--- src/design/wsd_pkg.sv ---
// Shared types and constants for the WebSocket frame deframer.
// No dependencies.
`timescale 1ns / 1ps
`default_nettype none

package wsd_pkg;

  localparam int unsigned MAXF_BITS = 25;
  localparam logic [MAXF_BITS-1:0] MAXF_RESET = 25'd10485760;

  localparam int unsigned QUEUE_DEPTH = 2;

  localparam logic [1:0] STATUS_PAYLOAD  = 2'd0;
  localparam logic [1:0] STATUS_CLOSE    = 2'd1;
  localparam logic [1:0] STATUS_TOO_BIG  = 2'd2;

  localparam logic [3:0] OP_CONT   = 4'h0;
  localparam logic [3:0] OP_TEXT   = 4'h1;
  localparam logic [3:0] OP_BINARY = 4'h2;
  localparam logic [3:0] OP_PING   = 4'h9;
  localparam logic [3:0] OP_PONG   = 4'hA;

  localparam logic [6:0] LEN_EXT16 = 7'd126;
  localparam logic [6:0] LEN_EXT64 = 7'd127;

  typedef struct packed {
    logic       restart;
    logic [7:0] data_byte;
  } in_item_t;

  typedef struct packed {
    logic [7:0] payload_byte;
    logic [3:0] frame_opcode;
    logic       frame_end;
    logic       last;
    logic [1:0] status;
  } out_item_t;

endpackage

`default_nettype wire

--- src/design/wsd_parser.sv ---
// Front end: header parser and unmasker, one byte per request.
// Depends on wsd_pkg.
`timescale 1ns / 1ps
`default_nettype none

module wsd_parser import wsd_pkg::*; #(
  parameter int unsigned COUNT_BITS = 25
) (
  input  wire logic                 clk,
  input  wire logic                 rst,
  input  wire logic [MAXF_BITS-1:0] max_frame_bytes,
  input  wire logic                 in_valid,
  input  wire in_item_t             in_item,
  output logic                      res_valid,
  output out_item_t                 res
);

  localparam logic [63:0] COUNT_MAX = 64'hFFFF_FFFF_FFFF_FFFF >> (64 - COUNT_BITS);

  typedef enum logic [5:0] {
    PH_HDR0 = 6'b000001,
    PH_HDR1 = 6'b000010,
    PH_EXT  = 6'b000100,
    PH_KEY  = 6'b001000,
    PH_DATA = 6'b010000,
    PH_DONE = 6'b100000
  } phase_t;

  phase_t                phase, phase_next;
  logic [3:0]            ext_left, ext_left_next;
  logic                  fin_flag, fin_flag_next;
  logic [3:0]            cur_opcode, cur_opcode_next;
  logic                  mask_present, mask_present_next;
  logic [31:0]           mask_key, mask_key_next;
  logic [63:0]           declared_length, declared_length_next;
  logic [COUNT_BITS-1:0] payload_count, payload_count_next;

  logic [7:0]            b;
  logic [3:0]            op;
  logic                  len_done;
  logic [63:0]           len_final;
  logic [7:0]            key_byte;
  logic [COUNT_BITS-1:0] cnt_inc;
  logic                  frame_last;

  always_comb begin
    b = in_item.data_byte;
    op = b[3:0];
    phase_next = phase;
    ext_left_next = ext_left;
    fin_flag_next = fin_flag;
    cur_opcode_next = cur_opcode;
    mask_present_next = mask_present;
    mask_key_next = mask_key;
    declared_length_next = declared_length;
    payload_count_next = payload_count;
    res_valid = 1'b0;
    res = '0;
    len_done = 1'b0;
    len_final = {declared_length[55:0], b};
    key_byte = '0;
    cnt_inc = payload_count + 1'b1;
    frame_last = 1'b0;

    if (in_valid) begin
      if (in_item.restart) begin
        phase_next = PH_HDR0;
        ext_left_next = '0;
        fin_flag_next = 1'b0;
        cur_opcode_next = '0;
        mask_present_next = 1'b0;
        mask_key_next = '0;
        declared_length_next = '0;
        payload_count_next = '0;
      end else begin
        case (phase)
          PH_HDR0: begin
            fin_flag_next = b[7];
            cur_opcode_next = op;
            if (b[6:4] != 3'b000 || !(op inside {OP_CONT, OP_TEXT, OP_BINARY,
                                                 OP_PING, OP_PONG})) begin
              res_valid = 1'b1;
              res.status = STATUS_CLOSE;
              res.last = 1'b1;
              phase_next = PH_DONE;
            end else begin
              phase_next = PH_HDR1;
            end
          end
          PH_HDR1: begin
            mask_present_next = b[7];
            declared_length_next = '0;
            if (b[6:0] == LEN_EXT16) begin
              ext_left_next = 4'd2;
              phase_next = PH_EXT;
            end else if (b[6:0] == LEN_EXT64) begin
              ext_left_next = 4'd8;
              phase_next = PH_EXT;
            end else begin
              len_final = {57'd0, b[6:0]};
              len_done = 1'b1;
            end
          end
          PH_EXT: begin
            declared_length_next = len_final;
            ext_left_next = ext_left - 1'b1;
            len_done = (ext_left_next == 4'd0);
          end
          PH_KEY: begin
            mask_key_next = {mask_key[23:0], b};
            ext_left_next = ext_left - 1'b1;
            if (ext_left_next == 4'd0) begin
              phase_next = PH_DATA;
            end
          end
          PH_DATA: begin
            case (payload_count[1:0])
              2'd0: key_byte = mask_key[31:24];
              2'd1: key_byte = mask_key[23:16];
              2'd2: key_byte = mask_key[15:8];
              default: key_byte = mask_key[7:0];
            endcase
            frame_last = (64'(cnt_inc) == declared_length);
            res_valid = 1'b1;
            res.payload_byte = mask_present ? (b ^ key_byte) : b;
            res.frame_end = frame_last;
            res.last = frame_last && fin_flag;
            res.status = STATUS_PAYLOAD;
            payload_count_next = frame_last ? '0 : cnt_inc;
            if (frame_last) begin
              phase_next = fin_flag ? PH_DONE : PH_HDR0;
            end
          end
          PH_DONE: begin
          end
          default: begin
            phase_next = PH_DONE;
          end
        endcase

        if (len_done) begin
          declared_length_next = len_final;
          if (len_final == 64'd0) begin
            res_valid = 1'b1;
            res.status = STATUS_CLOSE;
            res.last = 1'b1;
            phase_next = PH_DONE;
          end else if (len_final > {{(64-MAXF_BITS){1'b0}}, max_frame_bytes} ||
                       len_final > COUNT_MAX) begin
            res_valid = 1'b1;
            res.status = STATUS_TOO_BIG;
            res.last = 1'b1;
            phase_next = PH_DONE;
          end else begin
            payload_count_next = '0;
            if (mask_present_next) begin
              ext_left_next = 4'd4;
              phase_next = PH_KEY;
            end else begin
              phase_next = PH_DATA;
            end
          end
        end
      end
    end
    res.frame_opcode = cur_opcode_next;
  end

  always_ff @(posedge clk) begin
    if (rst) begin
      phase <= PH_HDR0;
      ext_left <= '0;
      fin_flag <= 1'b0;
      cur_opcode <= '0;
      mask_present <= 1'b0;
      mask_key <= '0;
      declared_length <= '0;
      payload_count <= '0;
    end else begin
      phase <= phase_next;
      ext_left <= ext_left_next;
      fin_flag <= fin_flag_next;
      cur_opcode <= cur_opcode_next;
      mask_present <= mask_present_next;
      mask_key <= mask_key_next;
      declared_length <= declared_length_next;
      payload_count <= payload_count_next;
    end
  end

endmodule

`default_nettype wire

--- src/design/wsd_queue.sv ---
// Back end: short result queue between the parser and the output ports.
// Depends on wsd_pkg.
`timescale 1ns / 1ps
`default_nettype none

module wsd_queue import wsd_pkg::*; (
  input  wire logic      clk,
  input  wire logic      rst,
  input  wire logic      wr_en,
  input  wire out_item_t wr_data,
  input  wire logic      rd_en,
  output out_item_t      rd_data,
  output logic           full,
  output logic           empty
);

  localparam int unsigned PTR_BITS = (QUEUE_DEPTH > 1) ? $clog2(QUEUE_DEPTH) : 1;
  localparam int unsigned CNT_BITS = $clog2(QUEUE_DEPTH + 1);

  out_item_t            mem [QUEUE_DEPTH];
  logic [PTR_BITS-1:0]  wr_ptr, rd_ptr;
  logic [CNT_BITS-1:0]  count;
  logic                 do_wr, do_rd;

  assign full = (count == CNT_BITS'(QUEUE_DEPTH));
  assign empty = (count == '0);
  assign do_wr = wr_en && !full;
  assign do_rd = rd_en && !empty;
  assign rd_data = mem[rd_ptr];

  always_ff @(posedge clk) begin
    if (do_wr) begin
      mem[wr_ptr] <= wr_data;
    end
  end

  always_ff @(posedge clk) begin
    if (rst) begin
      wr_ptr <= '0;
      rd_ptr <= '0;
      count <= '0;
    end else begin
      if (do_wr) begin
        wr_ptr <= (wr_ptr == PTR_BITS'(QUEUE_DEPTH - 1)) ? '0 : wr_ptr + 1'b1;
      end
      if (do_rd) begin
        rd_ptr <= (rd_ptr == PTR_BITS'(QUEUE_DEPTH - 1)) ? '0 : rd_ptr + 1'b1;
      end
      if (do_wr && !do_rd) begin
        count <= count + 1'b1;
      end else if (!do_wr && do_rd) begin
        count <= count - 1'b1;
      end
    end
  end

endmodule

`default_nettype wire

--- src/design/websocket_frame_deframer.sv ---
// WebSocket frame deframer: takes one stream byte per cycle (push/full) and
// returns unmasked payload bytes and close/error marks (pop/empty). Every
// accepted byte is parsed in the cycle it arrives; header bytes give no result,
// payload bytes and rejected frames give one. Sustained rate is one byte per
// clock while the result queue has room; a two-entry result queue lets the
// output side stall without stopping input until it fills. max_frame_bytes is
// written through cfg_wr_en/cfg_wr_data and resets to 10485760.
// Depends on wsd_pkg, wsd_parser, wsd_queue.
`timescale 1ns / 1ps
`default_nettype none

module websocket_frame_deframer import wsd_pkg::*; #(
  parameter int unsigned COUNT_BITS = 25
) (
  input  wire logic                 clk,
  input  wire logic                 rst,
  input  wire logic                 push,
  output logic                      full,
  input  wire in_item_t             item,
  output logic                      empty,
  input  wire logic                 pop,
  output out_item_t                 result,
  input  wire logic                 cfg_wr_en,
  input  wire logic [MAXF_BITS-1:0] cfg_wr_data
);

  logic [MAXF_BITS-1:0] max_frame_bytes;
  logic                 accept;
  logic                 res_valid;
  out_item_t            res;

  always_ff @(posedge clk) begin
    if (rst) begin
      max_frame_bytes <= MAXF_RESET;
    end else if (cfg_wr_en) begin
      max_frame_bytes <= cfg_wr_data;
    end
  end

  assign accept = push && !full;

  wsd_parser #(
    .COUNT_BITS(COUNT_BITS)
  ) u_parser (
    .clk            (clk),
    .rst            (rst),
    .max_frame_bytes(max_frame_bytes),
    .in_valid       (accept),
    .in_item        (item),
    .res_valid      (res_valid),
    .res            (res)
  );

  wsd_queue u_queue (
    .clk    (clk),
    .rst    (rst),
    .wr_en  (res_valid),
    .wr_data(res),
    .rd_en  (pop),
    .rd_data(result),
    .full   (full),
    .empty  (empty)
  );

endmodule

`default_nettype wire

--- config.mk ---
export PLATFORM = sky130hd
export DESIGN_NAME = websocket_frame_deframer
export DESIGN_NICKNAME = d
export VERILOG_FILES = /design/src/design/wsd_pkg.sv /design/src/design/wsd_parser.sv /design/src/design/wsd_queue.sv /design/src/design/websocket_frame_deframer.sv
export SDC_FILE = /design/constraint.sdc
export NUM_CORES = 1
export LEC_CHECK = 0
export BUFFER_PORTS_ARGS = -buffer_cell sky130_fd_sc_hd__buf_4
export CAP_MARGIN = 10
export CORE_AREA = 2 2 205 207
export CTS_CLUSTER_SIZE = 24
export DETAILED_ROUTE_END_ITERATION = 6
export DIE_AREA = 0 0 207 209
export MAX_ROUTING_LAYER = met4
export SYNTH_ARGS = -nofsm -noshare
export SYNTH_HDL_FRONTEND = slang
export SYNTH_SLANG_ARGS = --single-unit
--- constraint.sdc ---
create_clock -name clk -period 4.62 [get_ports clk]
set_input_delay 0.231 -clock clk [delete_from_list [all_inputs] [get_ports clk]]
set_output_delay 0.231 -clock clk [all_outputs]
set_load 0.02 [all_outputs]
# Yosys cells after proc, flatten, opt, wreduce, memory -nomap -nowiden

Memory sizes are Yosys's and may differ from the RTL's. A register that Yosys moved wholly into a read port is not among the register bits.
Cells that the tools add are included.

RAM bits: 32
Bits of input ports: 39
Word-level logic and storage cells: 153
Output and inout bits: 18
Bits in registers: 166
Memories kept: 1

Memories:

| name        | depth | bits a word | rd ports | clocked after memory_dff | write ports | RTL line        | source |
|---|---|---|---|---|---|---|---|
| u_queue.mem | 2     | 16          | 1        | 1                        | 1           | wsd_queue.sv:20 | `out_item_t mem [QUEUE_DEPTH];` |

Add/sub/neg operators: 6
Reductions and logical operators: 30
Equal/unequal tests: 20
Muxes and demuxes: 81
Order comparisons: 2
Bitwise gates (word level): 1

Operator list:

| cell                                                             | number |
|---|---|
| two-way mux 64 bit                                               | 7 |
| two-way mux 25 bit                                               | 6 |
| one-hot mux 64 bit (2 select lines)                              | 1 |
| == test 25 x 64 -> 1 bit                                         | 1 |
| greater-than comparator 64 x 25 -> 1 bit                         | 1 |
| greater-than comparator 64 x 25 -> 1 bit (second input constant) | 1 |
| zero test 64 bit                                                 | 1 |
| two-way mux 32 bit                                               | 2 |
| two-way mux 6 bit                                                | 10 |
| two-way mux 8 bit                                                | 7 |
| two-way mux 4 bit                                                | 12 |
| one-hot mux 6 bit (5 select lines)                               | 1 |
| adder 25 x 1 -> 25 bit (second input constant)                   | 1 |
| one-hot mux 8 bit (3 select lines)                               | 1 |
| two-way mux 1 bit                                                | 23 |
| == test 7 bit (second input constant)                            | 2 |
| two-way mux 3 bit                                                | 4 |
| == test 4 bit (second input constant)                            | 2 |
| zero test 4 bit                                                  | 2 |
| != test 4 x 2 -> 1 bit (second input constant)                   | 2 |
| one-hot mux 4 bit (2 select lines)                               | 1 |
| bitwise XOR 8 bit                                                | 1 |
| == test 6 x 1 -> 1 bit (second input constant)                   | 1 |
| == test 6 x 2 -> 1 bit (second input constant)                   | 1 |
| 29 further kinds                                                 | 49 |

# Longest topological paths before layout

Gate-level depths: netlist of the first run.

Depth in word-level cells: 18
Gate-level depth with buffers: 17
Gate-level depth less buffers: 14

# By module

From an unflattened synthesis of the first run, not the netlist that was laid out.

Cells, all modules: 1242
Area total of the unflattened synthesis: 10480.1 um^2

By module, submodules not included:

| module                   | instances | area an instance (um^2) | sequential area each (um^2) | cells each |
|---|---|---|---|---|
| wsd_parser               | 1         | 8192.9                  | 2742.6                      | 1085 |
| wsd_queue                | 1         | 1368.8                  | 1061.0                      | 75 |
| websocket_frame_deframer | 1         | 918.4                   | 500.5                       | 82 |

# Least setup slack after synthesis of the first run

Ideal clock, no wire load.

Path kind: reg-to-reg
Start point: register u_parser.phase[4]
End point: memory u_queue.mem[0][0] (netlist bit), enable pin
Setup time: 0.390 ns
Period minus slack after synthesis: 4.381 ns
Cell stages (with the launch flop): 14
Path buffers: 3
Setup slack: 0.239 ns
Required time: 4.230 ns
Arrival: 3.991 ns
Cells stage by stage: dfxtp_1 -> clkbuf_1 -> nor4_1 -> o211ai_1 -> clkbuf_1 -> clkbuf_1 -> and2_1 -> ha_1 -> nand4_1 -> a2111o_1 -> a311oi_1 -> o31ai_1 -> a31oi_1 -> nor2b_1

Longest elaborated chain between the ends: 14
Elaborated cells between the ends (all ways): 23
Those cells by class: 2 x order compare; 4 x eq/ne; 14 x mux; 3 x reduce/logical

Ends and longest elaborated chain:

| element                                                            | RTL line                             | source |
|---|---|---|
| start, declared                                                    | wsd_parser.sv:29                     | `phase_t phase, phase_next;` |
| start signal, assigned                                             | wsd_parser.sv:180                    | `phase <= phase_next;` |
| == test 6 x 2 -> 1 bit                                             | wsd_parser.sv:76                     | `case (phase)` |
| two-way mux 64 bit                                                 | wsd_parser.sv:76                     |  |
| two-way mux 64 bit                                                 | wsd_parser.sv:66                     | `if (in_item.restart) begin` |
| two-way mux 64 bit                                                 | wsd_parser.sv:65                     | `if (in_valid) begin` |
| greater-than comparator 64 x 25 -> 1 bit, on equally long branches | wsd_parser.sv:148, wsd_parser.sv:149 |  |
| logical OR 1 bit                                                   | wsd_parser.sv:148                    | `end else if (len_final > {{(64-MAXF_BITS){1'b0}}, max_frame_bytes} \|\|` |
| two-way mux 1 bit                                                  | wsd_parser.sv:148                    |  |
| two-way mux 1 bit                                                  | wsd_parser.sv:143                    | `if (len_final == 64'd0) begin` |
| two-way mux 1 bit *                                                | wsd_parser.sv:141                    | `if (len_done) begin` |
| two-way mux 1 bit *                                                | wsd_parser.sv:66                     |  |
| two-way mux 1 bit *                                                | wsd_parser.sv:65                     |  |
| logical AND 1 bit *                                                | wsd_queue.sv:27                      | `assign do_wr = wr_en && !full;` |
| two-way mux 1 bit *                                                | wsd_queue.sv:32                      | `if (do_wr) begin` |
| two-way mux 1 bit (implied by the code) *                          | wsd_queue.sv:33                      | `mem[wr_ptr] <= wr_data;` |
| end, declared                                                      | wsd_queue.sv:20                      |  |

Every way passes the cells marked *; elsewhere a longest branch is shown, timed or not. The select of a mux whose other input is x is not followed.

# Final worst setup path of the first run

Start point: register u_parser.phase[2]
End point: register u_queue.count[1]

Longest elaborated chain between the ends: 15
Elaborated cells between the ends (all ways): 26
Those cells by class: 2 x order compare; 4 x eq/ne; 13 x mux; 7 x reduce/logical

Ends and longest elaborated chain:

| element                                                            | RTL line                             | source |
|---|---|---|
| == test 6 x 2 -> 1 bit                                             | wsd_parser.sv:76                     |  |
| two-way mux 64 bit                                                 | wsd_parser.sv:76                     |  |
| two-way mux 64 bit                                                 | wsd_parser.sv:66                     |  |
| two-way mux 64 bit                                                 | wsd_parser.sv:65                     |  |
| greater-than comparator 64 x 25 -> 1 bit, on equally long branches | wsd_parser.sv:148, wsd_parser.sv:149 |  |
| logical OR 1 bit                                                   | wsd_parser.sv:148                    |  |
| two-way mux 1 bit                                                  | wsd_parser.sv:148                    |  |
| two-way mux 1 bit                                                  | wsd_parser.sv:143                    |  |
| two-way mux 1 bit *                                                | wsd_parser.sv:141                    |  |
| two-way mux 1 bit *                                                | wsd_parser.sv:66                     |  |
| two-way mux 1 bit *                                                | wsd_parser.sv:65                     |  |
| logical AND 1 bit *                                                | wsd_queue.sv:27                      |  |
| zero test 1 bit                                                    | wsd_queue.sv:51                      | `end else if (!do_wr && do_rd) begin` |
| logical AND 1 bit                                                  | wsd_queue.sv:51                      |  |
| nonzero test 2 bit (no line)                                       | n/a                                  |  |
| end signal, assigned                                               | wsd_queue.sv:50                      | `count <= count + 1'b1;` |
| end signal, assigned                                               | wsd_queue.sv:52                      | `count <= count - 1'b1;` |
| end, declared                                                      | wsd_queue.sv:22                      | `logic [CNT_BITS-1:0] count;` |

Marked as above.
A chain may end at the register's enable or synchronous reset.

==> metrics.md, run 1 <==
| Metric | Value |
|---|---|
| Simple-Gate Fraction of Synth Area | `21.0%` |
| Longest Clk Path Bufs | `2` |
| Worst rel slew slack | `40.0%` |
| VDD IR-drop max | `0.175 mV` |
| CTS buffer count | `17` |
| Max-Cap Viols | `0` |
| Die X | `roughly 210 um` |
| Core area | `a little over 0.04 sq mm` |
| Row Count | `75` |
| Most frequent cells after synthesis | `nor2_1, dfxtp_1, a22oi_1, nand2_1, clkbuf_1` |
| H-tree depth | `4` |
| I/O Buffers | `between 50 and 60` |
| Drt first-iter violations | `860` |
| Final hold violation count | `0` |
| Vias in the first global route | `8066` |
| Adder-cell share of the synthesized area | `3.96%` |
| Synth Warn # | `0` |
| Die Ht | `roughly 210 um` |
| Count leader, synth | `nor2_1` |
| Final Setup Violations | `0` |
| Fmax | `between 0.2 and 0.25 GHz` |
| Fin worst setup slack | `0.371 ns` |
| Mapped Cells | `1144` |
| Worst-margin pin slew | `approximately 0.89 ns` |
| Worst-skew pair later-pin latency | `0.45 ns` |
| Total track usage | `approximately an eighth` |
| First-pass GRT wire length | `about 45000 um` |
| Worst r2r dst | `u_queue.count[1]$_SDFFE_PP0P_` |
| Post-Synthesis Net Count | `1215` |
| Top delay family on crit path | `compound AO/OA/AOI/OAI gates` |
| Slew Limit Fails | `0` |
| DP Wirelength | `between 15000 and 20000 um` |
| Ys async rst share | `0%` |
| R2R setup slack | `roughly 0.37 ns` |
| Power Density | `around 350 mW/mm^2` |
| # diodes | `0` |
| Reg-to-Reg Start | `u_parser.phase[2]$_SDFFE_PP0P_` |
| Hold depth | `3` |
| Crit path time final | `around 4.2 ns` |
| Initial antenna violation count | `0` |
| Seq. cell area | `around 0.0043 sq mm` |
| Final wirelength | `28000 um` |
| Mean area per synthesized cell | `8.84 sq um` |
| End of the worst hold path | `max_frame_bytes[9]$_SDFFE_PP0P_` |
| CTS tree | `done` |
| P&R area growth vs syn | `16.6%` |
| Crit-path max cell delay | `0.38 ns` |
| RSZ-0062 raised after global routing | `false` |
| Clock sink count | `about 200` |
| Mux cell area share after synthesis | `under 10%` |
| DR vias | `8633` |
| Largest net degree at the start of global routing | `74` |
| WL per Instance | `about 16 um` |
| DRC viols | `0` |
| Die area | `about 0.043 sq mm` |
| Post-route setup TNS | `0 ns` |
| Clock tree root buffer cell | `clkbuf_16` |
| Placed Cells | `1670` |
| WP data required | `5.00 ns` |
| Routability congestion estimate | `around 0.86` |
| Status | `finished, final reports clean` |
| Post-synth EDFFs | `32` |
| Post-Syn Area | `~0.010 sq mm` |
| Synth area leaders | `dfxtp_1, edfxtp_1, a22oi_1` |
| Worst-path cell chain | `nor4_2 > o211ai_1 > buf_4 > and2_1 > ha_1 > and2_0 > a221o_1 > a211o_1 > a22o_1 > o31ai_1 > buf_4 > a31oi_1 > ha_1 > or3_1 > a21oi_1` |
| # fillers | `around 4400` |
| Startpoint Class | `register` |
| Via density | `5.05` |
| Starting Density | `24.5%` |
| Compound-Gate Fraction of Synth Area | `between 10% and 20%` |
| Area of the multi-input gates | `0.00535 sq mm` |
| Placement Setup Slack | `~0.14 ns` |
| Hold_sp | `cfg_wr_data[9]` |
| Yosys reg bits | `about 200` |
| Post-synthesis sequential area ratio | `42.5%` |
| CP max-delay cell | `dfxtp_1` |
| Hold Path Class | `in2reg` |
| Post-Synth XOR/XNOR Area | `3.90%` |
| CTS clk-pin slew, worst paths | `roughly 0.080 ns` |
| Tcrit/Tclk final | `roughly 92%` |
| Yosys cell types | `70` |
| Critical path arrival | `between 4 and 5 ns` |
| TritonRoute pass-1 iters | `6` |
| Leak | `roughly 4.3 nW` |
| Post-CTS setup buffer count | `0` |
| Critical path fanouts, max | `26` |
| Worst Skew | `0.0132 ns` |
| Top cell type's share of synthesized area | `around 33%` |
| Endpoint class of the critical path | `register` |
| Reg2reg path depth | `15` |
| Io pins | `between 50 and 60` |
| Crit Path Category | `reg2reg` |
| Beginning of the critical path | `u_parser.phase[2]$_SDFFE_PP0P_` |
| ANT nets after route | `0` |
| Nets | `between 1000 and 1500` |
| Largest area contributor in the netlist | `dfxtp_1` |
| Fin cells | `approximately 1700` |
| Critical path buffers and inverters | `2` |
| Ys flop type | `dfxtp_1` |
| Gr ovfl total | `0` |
| Largest family of logic cells by synthesized area | `simple AND/OR/NAND/NOR gates` |
| Layout cells sized above 1 | `12.5%` |
## final cells by class
class	instances	share of cell area [%]
clock buffers	17	3.61
multi-input cells	816	45.4
well taps	539	5.72
flip-flops and latches	199	36.5
inverters	41	1.30
repair buffers	83	5.64
clock inverters	15	1.91
## where the power goes
group	leakage [nW]	internal [mW]	total, mW	switching (mW)
logic	2.33	0.234	0.609	0.375
registers	1.67	1.82	1.87	0.0524
clock network	0.311	0.844	1.62	0.775
## worst register-to-register path: stages (launching register included)
cell and delay (ns):
dfxtp_1 0.38, nor4_2 0.38, o211ai_1 0.15, buf_4 0.24, and2_1 0.19, ha_1 0.30, and2_0 0.20, a221o_1 0.31
a211o_1 0.30, a22o_1 0.22, o31ai_1 0.29, buf_4 0.18, a31oi_1 0.17, ha_1 0.37, or3_1 0.35, a21oi_1 0.15
## layout by cell type (no fill, tap or decap), types with 5 or more instances in the layout
master / count
a221o_1: 10
or3_1: 10
nor3_1: 22
inv_1: 41
a21o_1: 10
mux2_2: 17
or2_2: 5
dfxtp_1: 167
dlygate4sd3_1: 6
o21ai_0: 36
mux2i_1: 29
nor2b_1: 9
edfxtp_1: 32
a211oi_1: 7
a222oi_1: 8
xor2_1: 19
nand2b_1: 12
nor2_1: 168
a21oi_1: 28
or4_1: 8
ha_1: 32
a22oi_1: 102
xnor2_1: 26
a2111oi_0: 8
and2_1: 27
buf_4: 75
nand4_1: 21
clkinv_8: 5
nor4_1: 24
nand3_1: 19
clkbuf_16: 17
nand2_1: 74
nand3b_1: 5
a31oi_1: 5
## state kept, by name, indices dropped and copies added (netlist names), named ones only
register                  flops
u_parser.mask_key            32
u_queue.rd_ptr                1
u_queue.wr_ptr                1
u_parser.fin_flag             1
u_parser.mask_present         1
u_parser.payload_count       25
u_parser.declared_length     64
max_frame_bytes              25
u_parser.cur_opcode           4
u_parser.phase                6
u_parser.ext_left             4
u_queue.mem                  32
u_queue.count                 2
## per-stage QoR
stage                     cell area, sq um  power, mW  hold slack [ns]  util (%)
after global placement               11000       2.51            0.461      26.7
after detailed placement             11000       2.52            0.458      26.7
after global routing                 11800       4.26          0.00186      28.6
after floorplan                      10100       2.28            0.361         -
after CTS                            11700       4.13          0.00152      28.4
final                                11800       4.10           0.0133      28.6
## worst max path at each step
stage	end	slack (ns)	cells past startpoint
final	u_queue.count[1]$_SDFFE_PP0P_	0.37	15
after detailed placement	u_queue.mem[1][10]$_DFFE_PP_	0.14	12
after global routing	u_queue.count[1]$_SDFFE_PP0P_	0.05	15
after floorplan	u_queue.mem[0][0]$_DFFE_PP_	0.24	13
after global placement	u_queue.mem[1][13]$_DFFE_PP_	0.31	12
after CTS	u_queue.mem[1][12]$_DFFE_PP_	0.12	12
## kinds of logic after synthesis
group / count (synthesis)
XOR/XNOR: 45
multiplexers: 46
AO/OA/AOI/OAI: 262
buffers and inverters: 129
AND/OR/NAND/NOR: 431
flip-flops: 199
adder cells (fa/ha/maj): 32
## layer usage
metal	global-route usage, %	wire length (um)
met1	17.9	13800
met5	-	0
met2	19.8	12600
met3	1.77	1140
met4	4.21	507
## what timing repair did
action,CTS,global route
hold buffers,6,0
endpoints found under the hold margin,6,0
gates resized for setup,0,4
setup endpoints to repair,0,17
No activity file was read; power rests on OpenSTA's default activity.
==> inputs of run 2 (changes only) <==
- clock period: 4.62 -> 3.4 ns (I/O delays scaled with it)
==> run 2 against run 1 <==
Against the previous run:
- the flow now finishes with violations (setup timing)
- clock skew down 0.0052 ns
- sequential share of layout area down 2.7 points
- worst setup slack worse by 0.65 ns
- via count up 3.5%
- non-clock buffer count up 93
- final area up 8.1%
- utilization up 2.3 points
- critical endpoint is now u_parser.payload_count[23]$_SDFFE_PP0P_
- clock power up 26%
==> metrics.md, run 2 (synthesis gave the netlist of run 1 again) <==
| Metric | Value |
|---|---|
| Status | `finished with violations` |
| Failing checks | `setup timing` |
| Core area | `between 0.04 and 0.05 sq mm` |
| Nets | `about 1300` |
| Commonest non-fill, non-tap cell in the layout | `nor2_1` |
| Power Density | `435 mW/mm^2` |
| Max-Cap Viols | `0` |
| Final wirelength | `approximately 29000 um` |
| Cell mode on critical path | `buf_4` |
| Crit Path Category | `reg2reg` |
| Clock tree root buffer cell | `clkbuf_16` |
| Die X | `between 200 and 250 um` |
| Gr ovfl total | `0` |
| Crit-path max cell delay | `0.44 ns` |
| Routability congestion estimate | `slightly below 0.9` |
| Fmax | `roughly 0.27 GHz` |
| Row Count | `between 70 and 80` |
| Largest net degree at the start of global routing | `between 70 and 80` |
| Internal power | `between 3 and 4 mW` |
| DR vias | `~8900` |
| I/O Buffers | `56` |
| CTS tree | `done` |
| Crit path time final | `around 3.7 ns` |
| TritonRoute pass-1 iters | `7` |
| CTS buffer count | `17` |
| WP data required | `about 3.8 ns` |
| Largest Register | `u_parser.declared_length` |
| Critical path fanouts, max | `16` |
| Hold Path Class | `in2reg` |
| Io pins | `57` |
| Placed Cells | `1738` |
| Most frequent cells in the layout | `nor2_1, dfxtp_1, buf_4, a22oi_1, nand2_1` |
| Comb pwr share | `roughly 17%` |
| Critical path arrival | `roughly 4.1 ns` |
| # diodes | `0` |
| P_sw | `~1.6 mW` |
| Layout cells sized above 1 | `19.7%` |
| Worst-skew pair later-pin latency | `0.45 ns` |
| Sw Ratio | `between 20% and 30%` |
| Startpoint Class | `register` |
| Tcrit/Tclk final | `108%` |
| Largest registers | `u_parser.declared_length x64, u_parser.mask_key x32, u_queue.mem x32` |
| # fillers | `about 4300` |
| DRC viols | `0` |
| Fin cells | `1804` |
| DP Wirelength | `20200 um` |
| Worst-margin pin slew | `a little under 0.9 ns` |
| RSZ-0062 raised after global routing | `true` |
| Final hold violation count | `0` |
| Slew Limit Fails | `0` |
| P&R area growth vs syn | `26.1%` |
| Endpoint class of the critical path | `register` |
| Sequential power share | `46.0%` |
| Leak | `approximately 4.7 nW` |
| Worst Skew | `approximately 0.008 ns` |
| Vias in the first global route | `8542` |
| Clock sink count | `roughly 200` |
| Die Ht | `between 200 and 250 um` |
| Total Power | `~5.5 mW` |
| Die area | `between 0.04 and 0.05 sq mm` |
| Initial antenna violation count | `0` |
| WL per Instance | `16.0 um` |
| Worst rel slew slack | `roughly 41%` |
| Worst-path cell chain | `nor4_4 > o211ai_1 > buf_6 > and2_1 > ha_1 > nand4_1 > a2111o_1 > a311oi_4 > buf_4 > nor4_4 > buf_4 > nand2b_4 > buf_4 > a2111oi_1 > a21o_1` |
| ANT nets after route | `0` |
| H-tree depth | `4` |
| First-pass GRT wire length | `approximately 47000 um` |
| Longest Clk Path Bufs | `2` |
| Clock Power Share | `between 30% and 40%` |
| VDD IR-drop max | `about 0.34 mV` |
| Final Setup Violations | `60` |
| Total track usage | `13.5%` |
| Drt first-iter violations | `~800` |
| CP max-delay cell | `a2111o_1` |
| CTS clk-pin slew, worst paths | `~0.080 ns` |
| Fin worst setup slack | `-0.283 ns` |
| Max reg flops | `between 60 and 70` |
| Starting Density | `about a quarter` |
| Via density | `4.95` |
[run 2: worst paths after layout]
check                                                          startpoint                                        end  slack [ns]  cells past startpoint
worst max register to register             u_parser.phase[5]$_SDFFE_PP0P_    u_parser.payload_count[23]$_SDFFE_PP0P_       -0.28                     15
worst max-delay path                       u_parser.phase[5]$_SDFFE_PP0P_    u_parser.payload_count[23]$_SDFFE_PP0P_       -0.28                     15
worst min register to register  u_parser.declared_length[56]$_SDFFE_PP0P_  u_parser.declared_length[56]$_SDFFE_PP0P_        0.50                      2
worst min-delay path                                              item[4]   u_parser.declared_length[4]$_SDFFE_PP0P_        0.12                      4
[run 2: routing by layer]
metal	wire length, um	up-vias	global-route usage, %
met5	0	-	-
met4	412	0	3.60
met3	997	29	1.38
met2	13300	206	21.4
met1	14100	4303	18.5
li1	-	4400	-
[run 2: final cells by class]
type	instances	area (sq um)	share of cell area (%)
tap	539	674	5.29
inverter	41	154	1.21
clock buffer	17	425	3.33
timing repair buffer	176	1440	11.3
multi-input combinational	817	5600	43.9
sequential	199	4310	33.8
clock inverter	15	156	1.23
[run 2: power by group through the flow]
stage,clock [mW],combinational (mW),sequential (mW)
2_1_floorplan,0,0.553,2.56
3_3_place_gp,0,0.903,2.60
3_5_place_dp,0,0.904,2.61
4_1_cts,2.10,0.960,2.56
5_1_grt,2.19,1.04,2.57
6_report,2.04,0.956,2.55
[run 2: stage by stage]
stage	hold slack, ns	util (%)	worst slack [ns]	instance area, sq um	TNS, ns
after floorplan	0.300	-	-0.476	10300	-16.72
after global placement	0.401	28.4	-0.379	11700	-18.49
after detailed placement	0.400	28.4	-0.503	11700	-25.44
after CTS	0.110	30.8	-0.286	12700	-11.70
after global routing	0.149	30.9	-0.481	12800	-22.77
final	0.123	30.9	-0.283	12800	-11.35
[run 2: critical path, delay by kind of cell, from the launching register on]
family	cells	cell delay, ns
compound gates	5	1.43
simple gates	5	0.88
buf+inv	4	0.69
flops	1	0.35
fa+ha+maj	1	0.29
[run 2: what timing repair did]
action	in CTS	in global routing
hold buffers	25	0
hold endpoints to repair	25	0
gates resized for setup	21	6
pin swaps	5	0
setup endpoints to repair	67	73
buffers inserted	7	1
gates cloned	1	0
